**src/hdl/ndvi_pkg.sv**
```systemverilog
`default_nettype none

package ndvi_pkg;

    localparam int SAMPLE_BITS = 16;
    localparam int FRAC_BITS   = 14;
    localparam int SUM_BITS    = SAMPLE_BITS + 1;
    localparam int REM_BITS    = SAMPLE_BITS + 2;
    localparam int Q_BITS      = FRAC_BITS + 1;
    localparam int NDVI_BITS   = 16;
    localparam int CMP_BITS    = (Q_BITS + 1 > NDVI_BITS) ? Q_BITS + 1 : NDVI_BITS;
    localparam int CH_BITS     = 8;
    localparam int PROD_BITS   = Q_BITS + CH_BITS + 1;
    localparam int LATENCY     = Q_BITS + 3;

    typedef logic [CH_BITS-1:0]   chan_t;
    typedef logic [PROD_BITS-1:0] prod_t;

    localparam prod_t ROUND_UP = prod_t'((64'd1 << FRAC_BITS) - 64'd1);

    // water ramp (negative NDVI), rising channels
    localparam chan_t UP_BASE_B  = 8'd150;
    localparam chan_t UP_BASE_G  = 8'd100;
    localparam chan_t UP_BASE_R  = 8'd50;
    localparam chan_t UP_DELTA_B = 8'd50;
    localparam chan_t UP_DELTA_G = 8'd120;
    localparam chan_t UP_DELTA_R = 8'd130;

    // green ramp (zero or positive NDVI), falling channels
    localparam chan_t DN_BASE_B  = 8'd20;
    localparam chan_t DN_BASE_G  = 8'd220;
    localparam chan_t DN_BASE_R  = 8'd20;
    localparam chan_t DN_DELTA_B = 8'd20;
    localparam chan_t DN_DELTA_G = 8'd140;
    localparam chan_t DN_DELTA_R = 8'd20;

endpackage

`default_nettype wire

```
**src/hdl/ndvi_pixel_classifier_top.sv**
```systemverilog
// Channel     | Ports                                              | Handshake
// ------------+----------------------------------------------------+-------------------------
// pixel in    | red_sample, nir_sample                             | start && !busy
// result out  | ndvi_level, algae_flag, zero_sum, color_blue/green/red | done, one-cycle strobe
// threshold   | threshold_wdata                                    | threshold_we
//
// One word per clock; busy never rises.
// From accept to done a word passes stage 0, the divider stages, stage M and stage F.
// Latency is set by the restoring divider, one quotient bit per pipeline stage.
// rst_n clears valid bits and the threshold (to 0); payload registers are not reset.
// The receiver cannot stall; results leave on done without back-pressure.
`default_nettype none

module ndvi_pixel_classifier_top (
    input  wire logic                                   clk,
    input  wire logic                                   rst_n,
    input  wire logic                                   start,
    output      logic                                   busy,
    input  wire logic [ndvi_pkg::SAMPLE_BITS-1:0]       red_sample,
    input  wire logic [ndvi_pkg::SAMPLE_BITS-1:0]       nir_sample,
    input  wire logic                                   threshold_we,
    input  wire logic signed [ndvi_pkg::NDVI_BITS-1:0]  threshold_wdata,
    output      logic                                   done,
    output      logic signed [ndvi_pkg::NDVI_BITS-1:0]  ndvi_level,
    output      logic                                   algae_flag,
    output      logic                                   zero_sum,
    output      logic [ndvi_pkg::CH_BITS-1:0]           color_blue,
    output      logic [ndvi_pkg::CH_BITS-1:0]           color_green,
    output      logic [ndvi_pkg::CH_BITS-1:0]           color_red
);
    import ndvi_pkg::*;

    // threshold register
    logic signed [NDVI_BITS-1:0] threshold_reg;

    always_ff @(posedge clk or negedge rst_n)
    begin
        if (!rst_n)
        begin
            threshold_reg <= '0;
        end
        else if (threshold_we)
        begin
            threshold_reg <= threshold_wdata;
        end
    end

    // stage 0: sum, difference, sign
    logic                   s0_valid_reg;
    logic [SUM_BITS-1:0]    s0_sum_reg, s0_sum_next;
    logic [SAMPLE_BITS-1:0] s0_diff_reg, s0_diff_next;
    logic                   s0_neg_reg, s0_neg_next;
    logic                   s0_zero_reg, s0_zero_next;
    logic                   accept;

    assign busy   = 1'b0;
    assign accept = start && !busy;

    always_comb
    begin
        s0_sum_next  = {1'b0, red_sample} + {1'b0, nir_sample};
        s0_neg_next  = red_sample > nir_sample;
        s0_diff_next = s0_neg_next ? red_sample - nir_sample : nir_sample - red_sample;
        s0_zero_next = (s0_sum_next == '0);
    end

    always_ff @(posedge clk or negedge rst_n)
    begin
        if (!rst_n)
        begin
            s0_valid_reg <= 1'b0;
        end
        else
        begin
            s0_valid_reg <= accept;
        end
    end

    always_ff @(posedge clk)
    begin
        s0_sum_reg  <= s0_sum_next;
        s0_diff_reg <= s0_diff_next;
        s0_neg_reg  <= s0_neg_next;
        s0_zero_reg <= s0_zero_next;
    end

    // divider: one quotient bit per stage, MSB first
    // (diff << FRAC_BITS) / sum; higher quotient bits are zero since diff <= sum
    logic                dv_valid_reg [Q_BITS];
    logic [REM_BITS-1:0] dv_rem_reg   [Q_BITS];
    logic [REM_BITS-1:0] dv_rem_next  [Q_BITS];
    logic [SUM_BITS-1:0] dv_den_reg   [Q_BITS];
    logic [Q_BITS-1:0]   dv_q_reg     [Q_BITS];
    logic [Q_BITS-1:0]   dv_q_next    [Q_BITS];
    logic                dv_neg_reg   [Q_BITS];
    logic                dv_zero_reg  [Q_BITS];

    for (genvar k = 0; k < Q_BITS; k++)
    begin : g_div
        logic                valid_in;
        logic [REM_BITS-1:0] rem_in;
        logic [SUM_BITS-1:0] den_in;
        logic [Q_BITS-1:0]   q_in;
        logic                neg_in;
        logic                zero_in;
        logic [REM_BITS-1:0] trial;
        logic                take;

        if (k == 0)
        begin : g_first
            assign valid_in = s0_valid_reg;
            assign rem_in   = REM_BITS'(s0_diff_reg);
            assign den_in   = s0_sum_reg;
            assign q_in     = '0;
            assign neg_in   = s0_neg_reg;
            assign zero_in  = s0_zero_reg;
        end
        else
        begin : g_next
            assign valid_in = dv_valid_reg[k-1];
            assign rem_in   = {dv_rem_reg[k-1][REM_BITS-2:0], 1'b0};
            assign den_in   = dv_den_reg[k-1];
            assign q_in     = dv_q_reg[k-1];
            assign neg_in   = dv_neg_reg[k-1];
            assign zero_in  = dv_zero_reg[k-1];
        end

        always_comb
        begin
            trial          = rem_in - REM_BITS'(den_in);
            take           = rem_in >= REM_BITS'(den_in);
            dv_rem_next[k] = take ? trial : rem_in;
            dv_q_next[k]   = {q_in[Q_BITS-2:0], take};
        end

        always_ff @(posedge clk or negedge rst_n)
        begin
            if (!rst_n)
            begin
                dv_valid_reg[k] <= 1'b0;
            end
            else
            begin
                dv_valid_reg[k] <= valid_in;
            end
        end

        always_ff @(posedge clk)
        begin
            dv_rem_reg[k]  <= dv_rem_next[k];
            dv_den_reg[k]  <= den_in;
            dv_q_reg[k]    <= dv_q_next[k];
            dv_neg_reg[k]  <= neg_in;
            dv_zero_reg[k] <= zero_in;
        end
    end

    // stage M: sign, threshold compare, ramp products
    logic                       m_valid_reg;
    logic [NDVI_BITS-1:0]       m_ndvi_reg;
    logic                       m_algae_reg, m_algae_next;
    logic                       m_zero_reg;
    logic                       m_up_reg, m_up_next;
    prod_t                      m_prod_b_reg, m_prod_b_next;
    prod_t                      m_prod_g_reg, m_prod_g_next;
    prod_t                      m_prod_r_reg, m_prod_r_next;
    logic [Q_BITS-1:0]          mag;
    logic signed [CMP_BITS-1:0] ndvi_full;
    logic signed [CMP_BITS-1:0] thr_ext;
    logic                       last_neg;
    logic                       last_zero;

    assign last_neg  = dv_neg_reg[Q_BITS-1];
    assign last_zero = dv_zero_reg[Q_BITS-1];

    always_comb
    begin
        mag           = last_zero ? '0 : dv_q_reg[Q_BITS-1];
        ndvi_full     = last_neg ? -$signed(CMP_BITS'(mag)) : $signed(CMP_BITS'(mag));
        thr_ext       = CMP_BITS'(threshold_reg);
        m_algae_next  = ndvi_full > thr_ext;
        m_up_next     = last_neg && (mag != '0);
        m_prod_b_next = prod_t'(mag) * prod_t'(m_up_next ? UP_DELTA_B : DN_DELTA_B);
        m_prod_g_next = prod_t'(mag) * prod_t'(m_up_next ? UP_DELTA_G : DN_DELTA_G);
        m_prod_r_next = prod_t'(mag) * prod_t'(m_up_next ? UP_DELTA_R : DN_DELTA_R);
    end

    always_ff @(posedge clk or negedge rst_n)
    begin
        if (!rst_n)
        begin
            m_valid_reg <= 1'b0;
        end
        else
        begin
            m_valid_reg <= dv_valid_reg[Q_BITS-1];
        end
    end

    always_ff @(posedge clk)
    begin
        m_ndvi_reg   <= ndvi_full[NDVI_BITS-1:0];
        m_algae_reg  <= m_algae_next;
        m_zero_reg   <= last_zero;
        m_up_reg     <= m_up_next;
        m_prod_b_reg <= m_prod_b_next;
        m_prod_g_reg <= m_prod_g_next;
        m_prod_r_reg <= m_prod_r_next;
    end

    // stage F: colour channels, output register
    logic                 f_valid_reg;
    logic [NDVI_BITS-1:0] f_ndvi_reg;
    logic                 f_algae_reg;
    logic                 f_zero_reg;
    chan_t                f_b_reg, f_b_next;
    chan_t                f_g_reg, f_g_next;
    chan_t                f_r_reg, f_r_next;

    always_comb
    begin
        if (m_up_reg)
        begin
            f_b_next = UP_BASE_B + chan_t'(m_prod_b_reg >> FRAC_BITS);
            f_g_next = UP_BASE_G + chan_t'(m_prod_g_reg >> FRAC_BITS);
            f_r_next = UP_BASE_R + chan_t'(m_prod_r_reg >> FRAC_BITS);
        end
        else
        begin
            f_b_next = DN_BASE_B - chan_t'((m_prod_b_reg + ROUND_UP) >> FRAC_BITS);
            f_g_next = DN_BASE_G - chan_t'((m_prod_g_reg + ROUND_UP) >> FRAC_BITS);
            f_r_next = DN_BASE_R - chan_t'((m_prod_r_reg + ROUND_UP) >> FRAC_BITS);
        end
    end

    always_ff @(posedge clk or negedge rst_n)
    begin
        if (!rst_n)
        begin
            f_valid_reg <= 1'b0;
        end
        else
        begin
            f_valid_reg <= m_valid_reg;
        end
    end

    always_ff @(posedge clk)
    begin
        f_ndvi_reg  <= m_ndvi_reg;
        f_algae_reg <= m_algae_reg;
        f_zero_reg  <= m_zero_reg;
        f_b_reg     <= f_b_next;
        f_g_reg     <= f_g_next;
        f_r_reg     <= f_r_next;
    end

    assign done        = f_valid_reg;
    assign ndvi_level  = $signed(f_ndvi_reg);
    assign algae_flag  = f_algae_reg;
    assign zero_sum    = f_zero_reg;
    assign color_blue  = f_b_reg;
    assign color_green = f_g_reg;
    assign color_red   = f_r_reg;

    a_latency : assert property (@(posedge clk) disable iff (!rst_n)
        accept |-> ##LATENCY done)
        else $error("word accepted but no result after pipeline latency");

    a_no_phantom : assert property (@(posedge clk) disable iff (!rst_n)
        done |-> $past(accept, LATENCY))
        else $error("result strobe without matching accepted word");

    a_zero_ndvi : assert property (@(posedge clk) disable iff (!rst_n)
        done && zero_sum |-> ndvi_level == '0)
        else $error("zero sum must give zero NDVI");

    a_zero_colour : assert property (@(posedge clk) disable iff (!rst_n)
        done && zero_sum |-> color_blue == DN_BASE_B && color_green == DN_BASE_G
                             && color_red == DN_BASE_R)
        else $error("zero sum must map to green ramp start colour");

    a_neg_water : assert property (@(posedge clk) disable iff (!rst_n)
        done && ndvi_level[NDVI_BITS-1] |-> color_blue >= UP_BASE_B)
        else $error("negative NDVI must use the water ramp");

endmodule

`default_nettype wire
```
**config.mk**
```make
export PLATFORM = sky130hd
export DESIGN_NAME = ndvi_pixel_classifier_top
export DESIGN_NICKNAME = d
export VERILOG_FILES = /design/src/hdl/ndvi_pkg.sv /design/src/hdl/ndvi_pixel_classifier_top.sv
export SDC_FILE = /design/constraint.sdc
export NUM_CORES = 2
export LEC_CHECK = 0
export ABC_AREA = 0
export BUFFER_PORTS_ARGS = -buffer_cell sky130_fd_sc_hd__buf_2
export CELL_PAD_IN_SITES_DETAIL_PLACEMENT = 0
export CELL_PAD_IN_SITES_GLOBAL_PLACEMENT = 2
export CORE_UTILIZATION = 38
export CTS_BUF_LIST = sky130_fd_sc_hd__clkbuf_8
export DETAILED_ROUTE_END_ITERATION = 8
export GPL_ROUTABILITY_DRIVEN = 0
export PLACE_DENSITY_LB_ADDON = 0.1
export SLEW_MARGIN = 0
export SYNTH_ARGS = -nofsm -noshare
export SYNTH_HDL_FRONTEND = slang
export SYNTH_SLANG_ARGS = --single-unit
```
**constraint.sdc**
```tcl
create_clock -name clk -period 6.9 [get_ports clk]
set_clock_uncertainty 0.15 [all_clocks]
set_input_delay 1.035 -clock clk [delete_from_list [all_inputs] [get_ports clk]]
set_output_delay 1.035 -clock clk [all_outputs]
set_load 0.02 [all_outputs]
```
* Word-level counts from Yosys, hierarchy flattened
Memories as Yosys holds them, arrays and structs flattened. Index checks and enable logic that the tools add are counted. Widths: inputs -> output; s select.
Storage, ports and cells: bits in registers 196, output and inout port bits 44, memories 5, bits in writable memories 780, input bits 52, memory bits (read-only) 0, latch bits 0
Memory list:
- dv_rem_reg | depth 15, bits a word 18, read ports 14, clocked after memory_dff 0, write ports 15, line ndvi_pixel_classifier_top.sv:90 | logic [REM_BITS-1:0] dv_rem_reg [Q_BITS];
- dv_den_reg | depth 15, bits a word 17, read ports 14, clocked after memory_dff 0, write ports 15, line ndvi_pixel_classifier_top.sv:92 | logic [SUM_BITS-1:0] dv_den_reg [Q_BITS];
- dv_q_reg | depth 15, bits a word 15, read ports 15, clocked after memory_dff 0, write ports 15, line ndvi_pixel_classifier_top.sv:93 | logic [Q_BITS-1:0] dv_q_reg [Q_BITS];
- dv_neg_reg | depth 15, bits a word 1, read ports 15, clocked after memory_dff 0, write ports 15, line ndvi_pixel_classifier_top.sv:95 | logic dv_neg_reg [Q_BITS];
- dv_zero_reg | depth 15, bits a word 1, read ports 15, clocked after memory_dff 0, write ports 15, line ndvi_pixel_classifier_top.sv:96 | logic dv_zero_reg [Q_BITS];
Operators by class: add/subtract/negate cells 28, shift operators 0, equality and inequality tests 0, order comparisons 17, multiply operators 3, divide/modulo/power cells 0, mux-type cells 24, bitwise gates (word level) 0, reduce and logical (&&, ||, !) cells 3
Operators by type and width (number):
- $mux 18 | 15
- $ge 18x17->1 | 14
- $sub 18x17->18 | 14
- $add 22x14->22 const B | 3
- $mul 15x8->22 | 2
- $mux 8 | 5
- $gt 16x16->1 | 2
- $mux 16 | 2
- $sub 16x16->16 | 2
- $mul 15x6->21 | 1
- $sub 16x17->18 | 1
- $add 16x16->17 | 1
- $ge 16x17->1 | 1
- $logic_not 17->1 | 1
- $neg 15->16 | 1
- $sub 5x8->8 const A | 2
- $mux 15 | 1
- $reduce_bool 15->1 | 1
- $add 6x8->8 const A | 1
- $add 7x8->8 const A | 1
- $add 8x8->8 const A | 1
- $sub 8x8->8 const A | 1
- $mux 6 | 1
- $logic_and 1x1->1 | 1

* Longest topological paths before layout
An unclocked memory read counts as a cell.
depth in word-level cells 6, gate-level depth with buffers 29

* Worst setup path after synthesis
OpenSTA, ideal clock, no wires.
path type register -> register, start memory dv_zero_reg[14][0], in the netlist dv_zero_reg[1][6], end register m_prod_g_reg[21], period minus slack after synthesis 6448 ps, arrival 6226 ps, cell stages (with the launch flop) 28, data required time 6678 ps, setup slack 452 ps, cell sequence dfxtp_1 > clkbuf_1 > clkbuf_1 > clkbuf_1 > nand2b_1 > ha_1 > o21ai_0 > o31ai_1 > and2_1 > buf_2 > buf_2 > nor2_1 > or2_2 > ha_1 > inv_1 > fa_1 > inv_1 > fa_1 > ha_1 > ha_1 > a21oi_1 > o211ai_1 > o31ai_1 > o21ai_0 > o41ai_1 > o211ai_1 > a21oi_1 > xnor2_1
RTL lines:
- start: declaration | line ndvi_pixel_classifier_top.sv:96
- end signal: assignment | line ndvi_pixel_classifier_top.sv:207 | m_prod_g_reg <= m_prod_g_next;
- end: declaration | line ndvi_pixel_classifier_top.sv:165 | prod_t m_prod_g_reg, m_prod_g_next;

==> impl_metrics.json <==
{
  "status": "completed",
  "synth-edff-count": 0,
  "path_class": "flop to flop",
  "drive_gt1_frac": 0.114,
  "dr.pass1.iters": 5,
  "vias_per_cell": 4.87,
  "clockBufferDepth": 3,
  "synthTopCellsByCount": "dfxtp_1 (779), inv_1 (549), ha_1 (455), nor2_1 (266), o21ai_0 (244)",
  "cts-root-buf": "clkbuf_8",
  "slew_viol_final": 0,
  "cts_tree": "built",
  "cts_setup_buffers": 0,
  "start_util": 0.384,
  "die_width_um": 334,
  "cp-start-kind": "flop",
  "synth_top_area_share": 0.372,
  "io_pins": 96,
  "grt_usage": 0.181,
  "crit_start": "dv_q_reg[1][93]",
  "ant_nets": 0,
  "synth_xor_area_frac": 0.0573,
  "min_period_over_period": 0.914,
  "htree_levels": 4,
  "critPathRequiredTime_ps": 7430,
  "tns_ps": 0,
  "hold_viol_final": 0,
  "post_cts_resized": 0,
  "rsz0062_at_grt": "false",
  "vias": 29900,
  "synth_top_family_by_area": "adder cells",
  "ys_seq_area_frac": 0.393,
  "multiInputGateArea_mm2": 0.0231,
  "row_count": 121,
  "hold_buffers": 0,
  "routed_wl_um": 99100,
  "critPathMaxStageDelay_ps": 550,
  "clkTransAtPathRegs_ps": 60,
  "synth_top_area_cell": "dfxtp_1",
  "yosys_warnings": 0,
  "synthCells": 4407,
  "drc_errors": 0,
  "setup_viol": 0,
  "cp-end-kind": "flop",
  "crit_fanout": 15,
  "regArea_mm2": 0.0164,
  "timing.fmax_mhz": 158,
  "grt_pass1_vias": 30300,
  "path_common_cell": "inv_1",
  "avgRoutedWirePerCell_um": 16.2,
  "largest_register_ffs": 238,
  "period_needed_ps": 6310,
  "clk_latency_ps": 820,
  "worstPathCellList": "nor3_1 > o21ai_0 > o31ai_1 > and2_1 > inv_1 > buf_4 > nand2_1 > o21ai_0 > fa_1 > inv_1 > fa_1 > inv_1 > ha_1 > or4_1 > o211ai_1 > a21oi_1 > o31a_1 > o31a_1 > a21o_1 > a2111o_1 > o211a_1",
  "worstRegToRegCells": 21,
  "synth_area_per_cell_um2": 9.51,
  "yosys_most_used_dff": "dfxtp_1",
  "dieArea_mm2": 0.112,
  "synth_simple_gate_area_share": 0.118,
  "placeableCoreArea_mm2": 0.109,
  "synth_fa_ha_area_frac": 0.181,
  "grt-ovfl-total": 0,
  "dp_hpwl_um": 79200,
  "nFillCells": 10900,
  "synth_mux_area_frac": 0.0385,
  "area_growth_pct": 12.6,
  "min_path_type": "input port to async pin",
  "crit_slowest_cell": "fa_1",
  "clock-sinks": 813,
  "io_buffers": 94,
  "synth.area.top_cells": "dfxtp_1 (37%), ha_1 (14%), inv_1 (4.9%), fa_1 (4.5%), xnor2_1 (4.2%)",
  "synth-compound-area-share": 0.153,
  "final_nets": 5197,
  "die_y_um": 334,
  "grt_pass1_wl_um": 161000,
  "async_reset_ff_frac": 0.0418,
  "r2r-start": "dv_q_reg[1][93]",
  "drt-initial-drc-count": 1380,
  "synth.distinct_cells": 92,
  "relSlewSlack": 0.206,
  "synth_most_common_cell": "dfxtp_1",
  "worst_pin_slew_ps": 1190,
  "synth_area_mm2": 0.0419,
  "ys_seq_elements": 813,
  "grt_max_degree": 36,
  "cts-buffers-inserted": 146,
  "antenna_found_initial": 4,
  "cap_violations": 0,
  "arrival_ps": 6840
}
## area by class of cell
| type | instances | area share |
|---|---|---|
| clock inverter | 82 | 0.0141 |
| clock buffer | 178 | 0.0519 |
| timing repair buffer | 121 | 0.0143 |
| sequential | 813 | 0.349 |
| inverter | 551 | 0.0438 |
| multi-input combinational | 2963 | 0.490 |
| tap | 1414 | 0.0375 |
| antenna | 3 | 0.000159 |
## final timing paths
kind,slack (ps),to
min reg2reg,160,dv_q_reg[1][6]
min in group clk,160,dv_q_reg[1][6]
min,140,g_div[0].valid_in
max,590,m_prod_r_reg[21]
max in group asynchronous,5990,done
max reg2reg,590,m_prod_r_reg[21]
## critical path, delay by kind of cell (launching register included)
| family | cells | cell delay [ps] |
|---|---|---|
| flip-flops | 1 | 420 |
| AO/OA/AOI/OAI | 10 | 2400 |
| adder cells (fa/ha/maj) | 3 | 1240 |
| buffers and inverters | 4 | 570 |
| AND/OR/NAND/NOR | 4 | 1390 |
## per-stage QoR
step | utilization | hold slack, ps | setup WS, ps | cells | cell area, um^2
finish | 0.433 | 142 | 590 | 6125 | 47200
global route | 0.433 | 125 | 101 | 6124 | 47200
CTS | 0.433 | 82.8 | 454 | 6122 | 47200
detailed placement | 0.404 | 162 | 479 | 5862 | 44100
global placement | 0.404 | 160 | 468 | 5862 | 44100
floorplan | - | 160 | 452 | 4428 | 42000
## cells by family after synthesis
group / Yosys count
flops: 813
simple gates: 1007
buf+inv: 652
fa+ha+maj: 549
other cells: 2
mux: 145
xor+xnor: 274
compound gates: 965
## cells in the final DEF, fill, tap and decap left out, types with 16 or more instances in the layout
cell        n
a211o_1    17
a211oi_1   28
a21boi_0   16
a21o_1     84
a21oi_1   196
a31oi_1    36
and2_1     26
and3_1     29
buf_2      94
buf_4      27
clkbuf_8  178
clkinv_2   28
conb_1     23
dfrtp_1    34
dfxtp_1   779
fa_1       94
ha_1      455
inv_1     582
mux2_2    129
mux2i_1    16
nand2_1   230
nand2b_1   52
nand3_1    89
nand4_1    46
nor2_1    266
nor2b_1    81
nor3_1     85
nor4_1     21
o211ai_1   30
o21a_1     74
o21ai_0   244
o21bai_1   26
o31a_1     21
o31ai_1    35
or3_1      30
xnor2_1   203
xor2_1     71
## per-layer routing
layer	part of all wire	vias to the layer above	global-route usage	wire length (um)
li1	-	15500	-	-
met1	0.48	13700	0.239	47800
met2	0.46	427	0.301	45600
met3	0.034	155	0.0293	3340
met4	0.023	0	0.0594	2270
met5	0	-	0	0
Power is left out: the tool's default activity adds up to more than one toggle a clock period on the data nets, which glitch-free logic cannot reach.
